`src/rtl/fvdi_pkg.sv`:
```
package fvdi_pkg;

	localparam int unsigned PALETTE_ENTRIES_DEF = 256;
	localparam int unsigned VERTEX_ENTRIES_DEF  = 128;
	localparam int unsigned BYTE_MAX            = 255;

	typedef logic [31:0] word_t;

	typedef struct packed {
		word_t x;
		word_t y;
		word_t z;
	} vertex_t;

	typedef struct packed {
		logic hit;
		logic [7:0] idx;
	} hit_t;

	function automatic logic is_nan(input word_t w);
		is_nan = (w[30:23] == 8'hFF) && (w[22:0] != 23'd0);
	endfunction

	function automatic logic comp_eq(input word_t p, input word_t q);
		if (is_nan(p) || is_nan(q)) begin
			comp_eq = 1'b0;
		end else if (((p | q) & 32'h7FFF_FFFF) == 32'd0) begin
			comp_eq = 1'b1;
		end else begin
			comp_eq = (p == q);
		end
	endfunction

endpackage

```
`src/rtl/fvdi_pal_cell.sv`:
```
module fvdi_pal_cell import fvdi_pkg::*; #(
	parameter int unsigned IDX = 0
) (
	input  logic  clk,
	input  logic  wr,
	input  word_t wdata,
	input  word_t key,
	input  logic  used,
	input  hit_t  hin,
	output hit_t  hout
);
	word_t ent_q;

	always_ff @(posedge clk) begin
		if (wr) begin
			ent_q <= wdata;
		end
	end

	// stored words are distinct, so at most one cell matches and the row ORs together
	always_comb begin
		hout = hin;
		if (used && ent_q == key) begin
			hout.hit = 1'b1;
			hout.idx = hin.idx | 8'(IDX);
		end
	end
endmodule

```
`config.mk`:
```
export PLATFORM = sky130hd
export DESIGN_NAME = fvdi_pal_cell
export DESIGN_NICKNAME = d
export VERILOG_FILES = /design/src/rtl/fvdi_pkg.sv /design/src/rtl/fvdi_pal_cell.sv
export SDC_FILE = /design/constraint.sdc
export NUM_CORES = 1
export LEC_CHECK = 0
export ABC_AREA = 1
export BUFFER_PORTS_ARGS = -buffer_cell sky130_fd_sc_hd__buf_2
export CAP_MARGIN = 25
export CELL_PAD_IN_SITES_DETAIL_PLACEMENT = 1
export CELL_PAD_IN_SITES_GLOBAL_PLACEMENT = 2
export CORE_MARGIN = 4
export CORE_UTILIZATION = 27
export CTS_BUF_LIST = sky130_fd_sc_hd__clkbuf_8
export DETAILED_ROUTE_END_ITERATION = 12
export PLACE_DENSITY_LB_ADDON = 0.1
export SKIP_CTS_REPAIR_TIMING = 1
export SLEW_MARGIN = 20
export SYNTH_ARGS = -nofsm -noshare
export SYNTH_HDL_FRONTEND = slang
export SYNTH_SLANG_ARGS = --single-unit
```
`constraint.sdc`:
```
create_clock -name clk -period 3 [get_ports clk]
set_input_delay 0.3 -clock clk [delete_from_list [all_inputs] [get_ports clk]]
set_output_delay 0.3 -clock clk [all_outputs]
set_load 0.02 [all_outputs]
```
==> results.sh, run 1 <==
export IMPL_cts_sink_count=32
export IMPL_io_pins=85
export IMPL_max_cap_viol_count=0
export IMPL_n_antenna_cell=0
export IMPL_endpoint_kind="output port"
export IMPL_tightest_slew_ns=0.732
export IMPL_final_setup_worst_slack_ns=1.20
export IMPL_io_buffer_count=68
export IMPL_final_cell_area_um2=2030
export IMPL_p_per_area_nw_per_um2=479
export IMPL_hold_path_class="in2reg"
export IMPL_synth_edff_count=32
export IMPL_fin_cells=307
export IMPL_avgSynthCellArea_um2=9.44
export IMPL_cts_htree_levels=2
export IMPL_synthCells=167
export IMPL_timing_hold_ws_ns=0.197
export IMPL_setup_viol=0
export IMPL_ys_seq_area_share_pct=61.0
export IMPL_grt_usage_pct=10.2
export IMPL_ys_warn_count=0
export IMPL_clockBufferDepth=2
export IMPL_drive_above_1_share_pct=31.1
export IMPL_area_growth_pct=28.6
export IMPL_wl_um=3530
export IMPL_die_area_um2=7130
export IMPL_drc=0
export IMPL_largest_reg_flops=32
export IMPL_synth_distinct_cells=11
export IMPL_cts_root_buf="clkbuf_8"
export IMPL_post_drt_via_cell_ratio=4.02
export IMPL_vias=1235
export IMPL_first_pass_iters=4
export IMPL_status="complete, no violations"
export IMPL_path_class="reg2out"
export IMPL_yosysMostFrequentCell="nand2_1"
export IMPL_grt_pass1_vias=1325
export IMPL_detail_route_antenna_nets=0
export IMPL_ir_drop_mv=0.169
export IMPL_die_h_um=84.4
export IMPL_antenna_found_initial=0
export IMPL_finalHoldViolCount=0
export IMPL_crit_arrival_ns=1.50
export IMPL_total_power_mw=0.972
export IMPL_nets=310
export IMPL_dp_hpwl_um=2930
export IMPL_synthTopCellsByArea="edfxtp_1 (61%), nand2_1 (12%), inv_1 (8.8%), xnor2_1 (5.6%), nor2_1 (4.3%)"
export IMPL_netlist_area_leader_share_pct=61.0
export IMPL_clkTransAtPathRegs_ns=0.06
export IMPL_reg_top3="ent_q x32"
export IMPL_start_util_pct=28.3
export IMPL_syn_nets=243
export IMPL_place_inst=299
export IMPL_grt_pass1_wl_um=5710
export IMPL_drv_slew=0
export IMPL_synth_area_um2=1580
export IMPL_setup_tns_ns=0
export IMPL_dp_worst_setup_slack_ns=1.42
export IMPL_ys_top_cells_by_count="nand2_1 (51), inv_1 (37), edfxtp_1 (32)"
export IMPL_p_leak_nw=1.02
export IMPL_post_route_util_pct=36.4
export IMPL_row_count=27
export IMPL_fp_coreArea_um2=5570
export IMPL_async_flop_share_pct=0
export IMPL_start_kind="register"
export IMPL_place_area_um2=1950
export IMPL_grt_ovfl_total=0
export IMPL_synth_flop_cell="edfxtp_1"
export IMPL_grt_max_degree=33
export IMPL_wl_per_cell_um=11.5
export IMPL_die_w_um=84.4
export IMPL_cts_tree="done"
export IMPL_cts_buffers=5
export IMPL_min_period_ns=1.80
export IMPL_regMostFlops="ent_q"
export IMPL_synth_seq_cells=32
export IMPL_grt_setup_unrepaired="false"
export IMPL_yosys_area_top_type="edfxtp_1"
export IMPL_drt_iter0_markers=39
export IMPL_period_share_pct=59.9
export IMPL_max_freq_mhz=556
export IMPL_gp_congestion=0.762
export IMPL_cp_required_ns=2.70
export IMPL_path_max_fanout=2
export IMPL_relSlewSlack_pct=51.2
[layer usage]
metal,vias to the layer above,GRT usage [%],part of all wire (%),wire [um]
li1,637,-,-,-
met1,540,10.5,35,1230
met2,39,18.7,56,1960
met3,19,3.24,6.9,244
met4,0,4.46,2.5,87
met5,-,0,0,0
[cell usage in the layout (no fill, tap or decap)]
cell / instances
edfxtp_1: 32
clkbuf_8: 5
nand4_1: 5
o22ai_1: 1
clkinv_1: 1
xnor2_1: 10
inv_1: 39
xor2_1: 2
o21ai_0: 1
buf_2: 68
nor2_1: 18
nand3_1: 2
nand2_1: 51
[report_power, final]
group	leakage [nW]	switching (mW)	internal (mW)
clock	0.0482	0.145	0.154
combinational	0.655	0.0604	0.0641
sequential	0.313	0.0149	0.533
total	1.02	0.221	0.751
[logic make-up (layout without fill, tap and decap cells)]
kind of cell | after synthesis | in the layout | share of synthesized area, %
AND/OR/NAND/NOR | 76 | 76 | 19.0
buffers and inverters | 45 | 113 | 12.6
flip-flops | 32 | 32 | 61.0
XOR/XNOR | 12 | 12 | 6.67
AO/OA/AOI/OAI | 2 | 2 | 0.714
[path summary, 6_finish.rpt]
check | to | slack, ns | from | cells past startpoint
worst max-delay path | hout[8] | 1.20 | ent_q[21] | 10
worst min-delay path | ent_q[18] | 0.20 | wdata[18] | 1
[cell type report]
cell class / instances / area [um2]
clock inverter: 3 / 11.3
clock buffer: 5 / 68.8
fill: 698 / 3550
tap: 72 / 90.1
inverter: 37 / 139
timing repair buffer: 68 / 340
sequential: 32 / 961
multi-input combinational: 90 / 417
[worst max-delay path: stages (launching register included)]
cell	delay (ns)
edfxtp_1	0.38
nand2_1	0.08
nand2_1	0.04
nor2_1	0.14
nand2_1	0.07
nor2_1	0.09
nand2_1	0.07
nor2_1	0.08
nand2_1	0.06
nand2_1	0.05
buf_2	0.15
No activity file was read; power rests on OpenSTA's default activity.
==> inputs of run 2 (changes only) <==
CORE_UTILIZATION = 25   (was 27)
clock period = 1.82 ns   (was 3 ns; I/O delays follow)
==> run 2 against run 1 <==
  * Clock-buffer cell count unchanged
  * Sequential share of layout area down 0.72 points
  * Die area up 7.2%
  * Total power up 65%
  * Core utilization down 2.2 points
  * Clock power up 61%
  * Sequential power up 65%
  * Critical path depth unchanged
  * First-iteration DRC count down 56%
  * Critical endpoint unchanged
  * Non-clock buffer count up 2
  * Routed wire length up 4.2%
==> results.sh, run 2 (synthesis results as in run 1) <==
export IMPL_finalHoldViolCount=0
export IMPL_grt_pass1_wl_um=6200
export IMPL_period_share_pct=91.2
export IMPL_relSlewSlack_pct=88.0
export IMPL_grt_max_degree=33
export IMPL_grt_setup_unrepaired="true"
export IMPL_total_power_mw=1.60
export IMPL_path_class="reg2out"
export IMPL_reg_top3="ent_q x32"
export IMPL_cts_htree_levels=2
export IMPL_crit_slowest_cell="edfxtp_1"
export IMPL_antenna_found_initial=0
export IMPL_timing_hold_ws_ns=0.0766
export IMPL_p_leak_nw=1.02
export IMPL_die_w_um=87.4
export IMPL_die_area_um2=7640
export IMPL_min_period_ns=1.66
export IMPL_io_buffer_count=68
export IMPL_die_h_um=87.4
export IMPL_max_cap_viol_count=0
export IMPL_max_freq_mhz=602
export IMPL_ir_drop_mv=0.359
export IMPL_clockBufferDepth=2
export IMPL_cts_tree="done"
export IMPL_gp_congestion=0.782
export IMPL_wl_per_cell_um=11.9
export IMPL_drive_above_1_share_pct=32.9
export IMPL_start_kind="register"
export IMPL_crit_arrival_ns=1.48
export IMPL_hold_path_class="in2reg"
export IMPL_final_setup_worst_slack_ns=0.160
export IMPL_endpoint_kind="output port"
export IMPL_cts_buffers=5
export IMPL_vias=1266
export IMPL_wl_um=3670
export IMPL_final_common_cell="buf_2"
export IMPL_first_pass_iters=2
export IMPL_slowest_delay_ns=0.41
export IMPL_setup_viol=0
export IMPL_p_per_area_nw_per_um2=779
export IMPL_drv_slew=0
export IMPL_fp_coreArea_um2=6030
export IMPL_largest_reg_flops=32
export IMPL_drt_iter0_markers=17
export IMPL_cts_sink_count=32
export IMPL_crit_chain="nor2_2, nor2_1, nor2_1, nand2_1, nor2_1, nand2_1, nor2_1, nand2_1, nand2_1, buf_6"
export IMPL_start_util_pct=26.2
export IMPL_crit_start="ent_q[26]"
export IMPL_post_drt_via_cell_ratio=4.10
export IMPL_n_antenna_cell=0
export IMPL_io_pins=85
export IMPL_cts_root_buf="clkbuf_8"
export IMPL_cp_required_ns=1.64
export IMPL_tightest_slew_ns=0.180
export IMPL_dp_worst_setup_slack_ns=0.358
export IMPL_path_max_fanout=2
export IMPL_status="complete, no violations"
export IMPL_regMostFlops="ent_q"
export IMPL_grt_ovfl_total=0
export IMPL_nets=312
export IMPL_row_count=28
export IMPL_area_growth_pct=30.6
export IMPL_critPathCapture="hout[8]"
export IMPL_clkTransAtPathRegs_ns=0.06
export IMPL_drc=0
export IMPL_grt_pass1_vias=1420
export IMPL_grt_usage_pct=10.6
export IMPL_detail_route_antenna_nets=0
export IMPL_mostFrequentLayoutCells="buf_2 (67), nand2_1 (51), inv_1 (37)"
export IMPL_dp_hpwl_um=3060
-- run 2: cell types whose count changed in the layout (fill, tap and decap cells not counted) --
cell / previous run / this run
buf_2: 68 / 67
nor2_2: 0 / 2
inv_1: 39 / 37
buf_4: 0 / 1
buf_12: 0 / 1
nor2_1: 18 / 16
buf_6: 0 / 1
clkinv_1: 1 / 0
-- run 2: report_power, final --
part,internal [mW],total (mW),switching (mW),leakage [nW]
clock network,0.246,0.483,0.237,0.0359
registers,0.878,0.903,0.0256,0.313
logic,0.114,0.217,0.103,0.671
total,1.24,1.60,0.366,1.02
-- run 2: worst min-delay path by stage --
stage | start | cells past startpoint | slack (ns) | end
after global routing | wdata[23] | 1 | 0.06 | ent_q[23]
after CTS | wdata[25] | 1 | 0.06 | ent_q[25]
after global placement | wdata[0] | 1 | 0.36 | ent_q[0]
final | wdata[25] | 1 | 0.08 | ent_q[25]
after detailed placement | wdata[25] | 1 | 0.36 | ent_q[25]
after floorplan | wdata[0] | 0 | 0.28 | ent_q[0]
-- run 2: area by class of cell --
type                            count  area, um2
Fill cell                         731       3970
Sequential cell                    32        961
Multi-Input combinational cell     90        422
Timing Repair Buffer               70        374
Inverter                           37        139
Tap cell                           75       93.8
Clock buffer                        5       68.8
-- run 2: worst max-delay path: cells and delay by family (launching register included) --
kind                   cells  cell delay, ns
AND/OR/NAND/NOR            9            0.68
buffers and inverters      1            0.11
flip-flops                 1            0.41
-- run 2: stage by stage --
step / std cells / setup TNS (ns) / instance area, um2 / utilization (%)
detailed placement: 303 / 0 / 1970 / 32.7
finish: 309 / 0 / 2060 / 34.2
global placement: 303 / 0 / 1970 / 32.7
floorplan: 167 / 0 / 1580 / -
CTS: 308 / 0 / 2040 / 33.8
global route: 309 / -0.113 / 2060 / 34.2
-- run 2: per-layer routing --
metal	vias up	GRT usage (%)	share of wire, %
met4	0	4.18	2.2
met5	-	0	0
met1	567	11.2	36
met2	47	18.6	52
met3	13	4.16	9.5
li1	639	-	-
