[config.mk]
export PLATFORM = sky130hd
export DESIGN_NAME = fvdi_vtx_cell
export DESIGN_NICKNAME = d
export VERILOG_FILES = /design/src/rtl/fvdi_pkg.sv /design/src/rtl/fvdi_vtx_cell.sv
export SDC_FILE = /design/constraint.sdc
export NUM_CORES = 1
export LEC_CHECK = 0
export BUFFER_PORTS_ARGS = -buffer_cell sky130_fd_sc_hd__buf_2
export CAP_MARGIN = 20
export CORE_ASPECT_RATIO = 1.25
export CORE_MARGIN = 8
export CORE_UTILIZATION = 23
export CTS_CLUSTER_SIZE = 8
export DETAILED_ROUTE_END_ITERATION = 8
export MAX_ROUTING_LAYER = met4
export SLEW_MARGIN = 15
export SYNTH_ARGS = -nofsm -noshare
export SYNTH_HDL_FRONTEND = slang
export SYNTH_SLANG_ARGS = --single-unit
[constraint.sdc]
create_clock -name clk -period 4.62 [get_ports clk]
set_input_delay 0.693 -clock clk [delete_from_list [all_inputs] [get_ports clk]]
set_output_delay 0.693 -clock clk [all_outputs]
set_load 0.01 [all_outputs]
[src/rtl/fvdi_pkg.sv]
package fvdi_pkg;

	localparam int unsigned PALETTE_ENTRIES_DEF = 256;
	localparam int unsigned VERTEX_ENTRIES_DEF  = 128;
	localparam int unsigned BYTE_MAX            = 255;

	typedef logic [31:0] word_t;

	typedef struct packed {
		word_t x;
		word_t y;
		word_t z;
	} vertex_t;

	typedef struct packed {
		logic hit;
		logic [7:0] idx;
	} hit_t;

	function automatic logic is_nan(input word_t w);
		is_nan = (w[30:23] == 8'hFF) && (w[22:0] != 23'd0);
	endfunction

	function automatic logic comp_eq(input word_t p, input word_t q);
		if (is_nan(p) || is_nan(q)) begin
			comp_eq = 1'b0;
		end else if (((p | q) & 32'h7FFF_FFFF) == 32'd0) begin
			comp_eq = 1'b1;
		end else begin
			comp_eq = (p == q);
		end
	endfunction

endpackage

[src/rtl/fvdi_vtx_cell.sv]
module fvdi_vtx_cell import fvdi_pkg::*; #(
	parameter int unsigned IDX = 0
) (
	input  logic    clk,
	input  logic    wr,
	input  vertex_t wdata,
	input  vertex_t key,
	input  logic    used,
	input  hit_t    hin,
	output hit_t    hout
);
	vertex_t ent_q;

	always_ff @(posedge clk) begin
		if (wr) begin
			ent_q <= wdata;
		end
	end

	// stored vertices never compare equal to each other, so at most one cell matches
	always_comb begin
		hout = hin;
		if (used && comp_eq(ent_q.x, key.x) && comp_eq(ent_q.y, key.y)
				&& comp_eq(ent_q.z, key.z)) begin
			hout.hit = 1'b1;
			hout.idx = hin.idx | 8'(IDX);
		end
	end
endmodule

==> metrics.txt, run 1 <==
number of detailed-routing iterations run before antenna repair=4; critical path class=in2out; syn nets=826; measured slew at the worst slew-check pin=0.684 ns; number of flip-flops and latches in the synthesized netlist=96; Area Overhead vs Synth=28.9%; H-tree depth=3; number of flip-flops under the largest register name=96; Regs by FF count=ent_q (96); Placement Rows=64; final setup slack of the worst path=1.00 ns; first-pass GRT wire length=25500 um; clock sink count=96; CTS tree=done; clock root cell=sky130_fd_sc_hd__clkbuf_16; core region area=24300 um2; unique cell type count in the Yosys netlist=19; element type at the critical path end=primary output; fraction of final layout cells sized beyond drive strength 1=29.0%; residual overflow from global routing=0; Area after DPL=7020 um2; top-area cell type share of the netlist area=50.7%; most used standard cells in the synthesized netlist=187 x sky130_fd_sc_hd__inv_1, 96 x sky130_fd_sc_hd__edfxtp_1, 93 x sky130_fd_sc_hd__ha_1; arrival time reported for the critical path endpoint=2.92 ns; final core occ=30.1%; Initial DRC Count=151; number of placed cells counting well taps=1048; Top Ports=213; clock-pin slew reported for the worst setup and hold paths after clock tree synthesis=0.07 ns; slowest stage cell on the critical path=sky130_fd_sc_hd__or4_1; chip width=157 um; setup repair after global routing missed its margin=no; Yosys top cell by area=sky130_fd_sc_hd__edfxtp_1; die height=192 um; CTS resizes=0; Top cell by count, worst path=sky130_fd_sc_hd__buf_2; number of standard cells in the final layout excluding fillers=1064; Non-Filler Cell Area, Final=7320 um2; Inserted Clock Buffers=9; average wire per standard cell=16.0 um; Max Clock Freq=0.276 GHz; data required time at the worst endpoint=3.93 ns; share of synthesized registers carrying an async set or reset=0%; result of the run=completed; quantity of I/O buffers inserted on ports=196; total length of routed wires=17000 um; worst-case setup slack after placement=0.907 ns; final routed DRC violation total=0; pin count of the biggest net entering global routing=51; worst ir drop on vdd=0.166 mV; Hold Startpoint=wdata[41]; clock period minus final worst setup slack=3.62 ns; setup TNS=0 ns; largest register by flop count=ent_q; Avg Synthesized Cell Area=10.7 um2; CP peak stage delay=0.56 ns; number of enable flip-flop cells after synthesis=96; GRT Total Usage=11.8%; cells taking the most area after synthesis=sky130_fd_sc_hd__edfxtp_1 51%, sky130_fd_sc_hd__ha_1 20%, sky130_fd_sc_hd__inv_1 12%; initial antenna violation count=1; count leader, synth=sky130_fd_sc_hd__inv_1; Setup Fix Bufs, Post-CTS=0; final cycle utilization of the critical path=78.3%; antenna-violating nets left=0; deepest clock path buffer count=2; Synth Instances=529; number of slew-limit violations in the final report=0; cell area after synthesis=5680 um2; count of antenna diodes in the layout=0; Final setup viols=0; total of hold buffers inserted after clock tree synthesis=0; power density normalized to cell area=290 nW/um2; sequential cell area fraction in the yosys report=50.7%; starting density of the core=23.3%; endpoint of the worst hold path=ent_q[41]$_DFFE_PP_; critical path cell sequence=buf_2 > inv_1 > ha_1 > nand4_1 > or4_1 > nor4_1 > o22ai_1 > o41ai_2 > buf_2; leakage power of the design=0.00366 uW; total of warnings raised by yosys=0; number of nets in the layout=1026; Detail Placement HPWL=15000 um; class of the most critical hold timing path=in2reg; startpoint type of the worst setup path=primary input; critical path fanouts, max=2; worst slew slack as a fraction of its limit=54.4%; via density per instance=4.19; top_reg_cell synth=sky130_fd_sc_hd__edfxtp_1; maximum capacitance violations=0; Total Die Area=30000 um2; vias in the first global route=4969; final count of hold timing violations=0; worst hold path stage count=1; via count=4456; weighted congestion reported at the end of routability-driven placement=0.884
[report_power, final]
group | switching, uW | internal (uW)
Combinational | 155 | 134
Sequential | 37.4 | 1040
Clock | 331 | 425
Total | 524 | 1600
[worst max-delay path by stage]
| stage | start | end | slack, ns | cells after the start |
|---|---|---|---|---|
| CTS | ent_q[30]$_DFFE_PP_ | hout[8] | 0.87 | 8 |
| finish | key[30] | hout[8] | 1.00 | 9 |
| floorplan | key[7] | hout[8] | 1.72 | 7 |
| detailed placement | key[30] | hout[8] | 0.91 | 9 |
| global route | ent_q[30]$_DFFE_PP_ | hout[8] | 0.82 | 8 |
| global placement | key[88] | hout[8] | 0.87 | 9 |
[critical path: cells and delay by family]
kind	cells	cell delay, ns
AOI/OAI and AO/OA	2	0.58
adders and majority gates	1	0.16
buffers and inverters	3	0.36
and+or+nand+nor	3	1.14
[routing by layer]
layer / GRT usage, % / part of all wire (%) / wire length, um / vias up
li1: - / - / - / 2229
met1: 12.9 / 41 / 6990 / 2072
met2: 20.8 / 52 / 8910 / 136
met3: 2.23 / 4.6 / 788 / 19
met4: 4.44 / 2.1 / 355 / 0
met5: - / 0 / 0 / -
[layout make-up]
| class | instances | area [um2] |
|---|---|---|
| flip-flops and latches | 96 | 2880 |
| well taps | 330 | 413 |
| fillers | 2553 | 17000 |
| clock buffers | 11 | 233 |
| inverters | 187 | 702 |
| clock inverters | 5 | 65.1 |
| multi-input cells | 238 | 2040 |
| repair buffers | 197 | 991 |
[cell usage in the layout (no fill, tap or decap), types with 5 or more instances in the layout]
cell type	n
sky130_fd_sc_hd__buf_2	195
sky130_fd_sc_hd__clkbuf_16	9
sky130_fd_sc_hd__edfxtp_1	96
sky130_fd_sc_hd__ha_1	93
sky130_fd_sc_hd__inv_1	187
sky130_fd_sc_hd__nand2_1	9
sky130_fd_sc_hd__nand4_1	43
sky130_fd_sc_hd__nor2_1	6
sky130_fd_sc_hd__nor3_1	12
sky130_fd_sc_hd__nor4_1	55
sky130_fd_sc_hd__o21ai_0	5
[metrics by stage]
| step | total power (uW) | hold WS [ns] |
|---|---|---|
| 6_report | 2120 | 0.516 |
| 5_1_grt | 2240 | 0.489 |
| 4_1_cts | 2160 | 0.491 |
| 3_5_place_dp | 1390 | 0.871 |
| 3_3_place_gp | 1390 | 0.871 |
| 2_1_floorplan | 1210 | 0.792 |
[cell families (layout without fill, tap and decap cells)]
group / count (synthesis) / count (layout) / synth area share (%)
buf+inv: 195 / 400 / 13.4
fa+ha+maj: 93 / 93 / 20.5
xor+xnor: 3 / 3 / 0.463
compound gates: 9 / 9 / 1.08
flops: 96 / 96 / 50.7
simple gates: 133 / 133 / 13.8
No activity file was read; power rests on OpenSTA's default activity.
==> inputs of run 2 (changes only) <==
==> constraint.sdc (replaced) <==
create_clock -name clk -period 3.7 [get_ports clk]
set_input_delay 0.555 -clock clk [delete_from_list [all_inputs] [get_ports clk]]
set_output_delay 0.555 -clock clk [all_outputs]
set_load 0.01 [all_outputs]
==> metrics.txt, run 2 (synthesis gave the netlist of run 1 again) <==
result of the run=completed; weighted congestion reported at the end of routability-driven placement=0.895; chip width=157 um; final cycle utilization of the critical path=94.0%; worst slew slack as a fraction of its limit=68.9%; Regs by FF count=ent_q (96); largest register by flop count=ent_q; Hold Startpoint=wdata[4]; arrival time reported for the critical path endpoint=2.92 ns; Initial DRC Count=134; core region area=24300 um2; element type at the critical path end=primary output; CTS tree=done; buffers and inverters on the worst path=2; commonest cells after routing, fill and taps aside=195 x sky130_fd_sc_hd__buf_2, 187 x sky130_fd_sc_hd__inv_1, 96 x sky130_fd_sc_hd__edfxtp_1; deepest clock path buffer count=2; Area Overhead vs Synth=30.4%; Area after DPL=7040 um2; pin count of the biggest net entering global routing=87; Setup Fix Bufs, Post-CTS=0; H-tree depth=3; vias in the first global route=5025; class of the most critical hold timing path=in2reg; total length of routed wires=17300 um; first-pass GRT wire length=25800 um; setup TNS=0 ns; starting density of the core=23.3%; total of hold buffers inserted after clock tree synthesis=0; number of nets in the layout=1029; average wire per standard cell=16.2 um; power density normalized to cell area=363 nW/um2; Detail Placement HPWL=15100 um; Max Clock Freq=0.288 GHz; via count=4508; residual overflow from global routing=0; worst hold path stage count=1; final count of hold timing violations=0; Final setup viols=0; number of slew-limit violations in the final report=0; CP peak stage delay=0.57 ns; critical path cell sequence=inv_1 > ha_1 > nand4_1 > or4_1 > nor4_2 > o22ai_1 > o41ai_2 > buf_2; Placement Rows=64; measured slew at the worst slew-check pin=0.462 ns; die height=192 um; Inserted Clock Buffers=9; clock period minus final worst setup slack=3.48 ns; critical path class=reg2out; startpoint type of the worst setup path=flip-flop; final routed DRC violation total=0; Non-Filler Cell Area, Final=7410 um2; clock root cell=sky130_fd_sc_hd__clkbuf_16; via density per instance=4.22; worst ir drop on vdd=0.204 mV; endpoint of the worst hold path=ent_q[4]$_DFFE_PP_; GRT Total Usage=11.9%; fraction of final layout cells sized beyond drive strength 1=30.0%; Top Ports=213; clock-pin slew reported for the worst setup and hold paths after clock tree synthesis=0.07 ns; clock sink count=96; number of detailed-routing iterations run before antenna repair=4; data required time at the worst endpoint=3.14 ns; number of flip-flops under the largest register name=96; leakage power of the design=0.00371 uW; top cell family by delay on the critical path=simple AND/OR/NAND/NOR gates; CTS resizes=0; slowest stage cell on the critical path=sky130_fd_sc_hd__or4_1; maximum capacitance violations=0; initial antenna violation count=1; antenna-violating nets left=0; quantity of I/O buffers inserted on ports=196; critical path fanouts, max=2; most common cell after layout, fill and taps aside=sky130_fd_sc_hd__buf_2; setup repair after global routing missed its margin=no; Total Die Area=30000 um2
[run 2: cell count changes in the layout (fill, tap and decap cells not counted), sizes merged]
cell    delta
clkbuf     -2
buf        +3
diode      +1
inv        +2
[run 2: final cells by class]
cell class / instances / area [um2]
timing repair buffer: 200 / 1030
inverter: 187 / 702
antenna: 1 / 2.50
multi-input combinational: 238 / 2060
clock buffer: 9 / 225
tap: 330 / 413
clock inverter: 7 / 86.3
sequential: 96 / 2880
fill: 2609 / 16900
[run 2: stage by stage]
| stage | total power [uW] | cells | hold WS [ns] | setup slack, ns | util (%) |
|---|---|---|---|---|---|
| 2_1_floorplan | 1520 | 529 | 0.654 | 1.07 | - |
| 3_3_place_gp | 1730 | 1050 | 0.733 | 0.181 | 28.9 |
| 3_5_place_dp | 1740 | 1050 | 0.733 | 0.190 | 28.9 |
| 4_1_cts | 2740 | 1066 | 0.345 | 0.00500 | 30.2 |
| 5_1_grt | 2830 | 1067 | 0.343 | 0.0201 | 30.4 |
| 6_report | 2690 | 1068 | 0.370 | 0.224 | 30.4 |
[run 2: metal layers]
metal | routed length, um | track usage (%) | vias to the layer above
met5 | 0 | - | -
met4 | 522 | 5.81 | 0
met3 | 769 | 2.09 | 34
met2 | 8890 | 21.1 | 145
met1 | 7090 | 12.7 | 2088
li1 | - | - | 2241
[run 2: worst max-delay path by stage]
stage,startpoint,endpoint,slack (ns),depth (start not counted)
after floorplan,key[7],hout[8],1.07,7
after global placement,key[88],hout[8],0.18,9
after detailed placement,key[88],hout[8],0.19,9
after CTS,ent_q[30]$_DFFE_PP_,hout[8],0.005,9
after global routing,ent_q[88]$_DFFE_PP_,hout[8],0.02,8
final,ent_q[88]$_DFFE_PP_,hout[8],0.22,8
[run 2: where the power goes]
| part | internal, uW | total (uW) | switching [uW] |
|---|---|---|---|
| Combinational | 171 | 367 | 196 |
| Clock | 537 | 979 | 442 |
| Sequential | 1300 | 1340 | 47.8 |
==> inputs of run 3 (changes only) <==
--- a/config.mk
+++ b/config.mk
@@ -5,7 +5,7 @@
 export SDC_FILE = /design/constraint.sdc
 export NUM_CORES = 1
 export LEC_CHECK = 0
-export BUFFER_PORTS_ARGS = -buffer_cell sky130_fd_sc_hd__buf_2
+export BUFFER_PORTS_ARGS = -buffer_cell sky130_fd_sc_hd__buf_4
 export CAP_MARGIN = 20
 export CORE_ASPECT_RATIO = 1.25
 export CORE_MARGIN = 8
==> metrics.txt, run 3 (synthesis gave the netlist of run 1 again) <==
number of detailed-routing iterations run before antenna repair=4; Setup Fix Bufs, Post-CTS=0; via density per instance=4.17; weighted congestion reported at the end of routability-driven placement=0.907; H-tree depth=3; Area Overhead vs Synth=37.6%; clock share of power=33.2%; Final setup viols=0; internal power summed over all cells=1980 uW; power density normalized to cell area=337 nW/um2; footprint of the multi-input gates=2050 um2; worst ir drop on vdd=0.188 mV; post-route met1 wirelength=7000 um; switching part of the total=25.0%; Power Total=2630 uW; Hold Startpoint=wdata[44]; deepest clock path buffer count=2; Sequential cell area=2880 um2; core region area=24300 um2; die height=192 um; met2 wire length=9370 um; result of the run=completed; number of placed cells counting well taps=1050; total of hold buffers inserted after clock tree synthesis=0; pin count of the biggest net entering global routing=35; Filler Cells Inserted=2568; total length of routed wires=17500 um; slowest stage cell on the critical path=sky130_fd_sc_hd__or4_1; clock root cell=sky130_fd_sc_hd__clkbuf_16; initial antenna violation count=0; final routed DRC violation total=0; fraction of final layout cells sized beyond drive strength 1=29.3%; first-pass GRT wire length=26200 um; relative contribution of sequential cells to total power=51.0%; largest register by flop count=ent_q; Regs by FF count=ent_q (96); Total Die Area=30000 um2; detailed route wirelength on metal3=861 um; Inserted Clock Buffers=9; net load switching power=659 uW; data required time at the worst endpoint=3.14 ns; Max Clock Freq=0.278 GHz; CP peak stage delay=0.56 ns; commonest cells after routing, fill and taps aside=199 x sky130_fd_sc_hd__buf_4, 187 x sky130_fd_sc_hd__inv_1, 96 x sky130_fd_sc_hd__edfxtp_1; Non-Filler Cell Area, Final=7820 um2; start point of the critical path=ent_q[30]$_DFFE_PP_; class of the most critical hold timing path=in2reg; arrival time reported for the critical path endpoint=3.04 ns; clock-pin slew reported for the worst setup and hold paths after clock tree synthesis=0.07 ns; number of slew-limit violations in the final report=0; number of standard cells in the final layout excluding fillers=1066; Placement Rows=64; number of flip-flops under the largest register name=96; antenna-violating nets left=0; starting density of the core=23.3%; most common cell after layout, fill and taps aside=sky130_fd_sc_hd__buf_4; leakage power of the design=0.00382 uW; average wire per standard cell=16.4 um; setup TNS=0 ns; critical path class=reg2out; GRT Total Usage=12.0%; CTS tree=done; setup repair after global routing missed its margin=no; Initial DRC Count=147; clock sink count=96; share of total power in combinational logic=15.8%; DR top layer=met4; vias in the first global route=4940; final cycle utilization of the critical path=97.3%; worst slew slack as a fraction of its limit=68.9%; Area after DPL=7530 um2; clock period minus final worst setup slack=3.60 ns; maximum capacitance violations=0; number of nets in the layout=1028; Detail Placement HPWL=15300 um; residual overflow from global routing=0; Top cell by count, worst path=sky130_fd_sc_hd__buf_4; count of antenna diodes in the layout=0; final count of hold timing violations=0; critical path cell sequence=inv_1 > ha_1 > nand4_1 > or4_1 > nor4_1 > buf_4 > o22ai_1 > o41ai_4 > buf_4; measured slew at the worst slew-check pin=0.463 ns; quantity of I/O buffers inserted on ports=196; Top Ports=213; chip width=157 um; startpoint type of the worst setup path=flip-flop; critical path fanouts, max=2; via count=4449; element type at the critical path end=primary output
[run 3: cell types whose count changed in the layout (fill, tap and decap cells not counted), sizes merged]
cell      previous run  this run
clkinv               3         5
inv                190       188
buf                200       199
bufinv               1         0
clkinvlp             0         1
diode                1         0
[run 3: routing by layer]
layer  vias up  global-route usage (%)
li1       2228                       -
met1      2080                    12.7
met2       123                    21.9
met3        18                    2.66
met4         0                    3.63
met5         -                       -
[run 3: cell type report]
type,instances,share of cell area [%]
Timing Repair Buffer,199,19.1
Multi-Input combinational cell,238,26.3
Clock buffer,9,2.88
Clock inverter,7,0.592
Inverter,187,8.98
Sequential cell,96,36.9
Tap cell,330,5.28
[run 3: path summary, 6_finish.rpt]
| path | to | slack [ns] | depth (start not counted) |
|---|---|---|---|
| hold / removal | ent_q[44]$_DFFE_PP_ | 0.38 | 1 |
| setup / recovery | hout[8] | 0.10 | 9 |
[run 3: worst max-delay path, delay by kind of cell, from the launching register on]
family | cells | cell delay (ns)
buf+inv | 3 | 0.45
fa+ha+maj | 1 | 0.16
compound gates | 2 | 0.60
flops | 1 | 0.41
simple gates | 3 | 1.08
[run 3: repair_timing]
item / CTS / global route
pin swaps: 0 / 0
setup endpoints to repair: 1 / 1
gates cloned: 0 / 0
resized for setup: 1 / 1
[run 3: through the flow]
| step | setup slack (ns) | util, % | hold slack, ns |
|---|---|---|---|
| floorplan | 1.07 | - | 0.654 |
| global placement | 0.0470 | 30.9 | 0.734 |
| detailed placement | 0.0840 | 30.9 | 0.734 |
| CTS | 0.0114 | 32.1 | 0.362 |
| global route | 0.0281 | 32.1 | 0.356 |
| finish | 0.102 | 32.1 | 0.379 |
[run 3: power groups by stage]
stage	Sequential, uW	Combinational, uW	Clock, uW
after global routing	1350	475	953
after CTS	1340	425	910
after floorplan	1350	166	0
after global placement	1370	417	0
final	1340	416	876
after detailed placement	1370	422	0
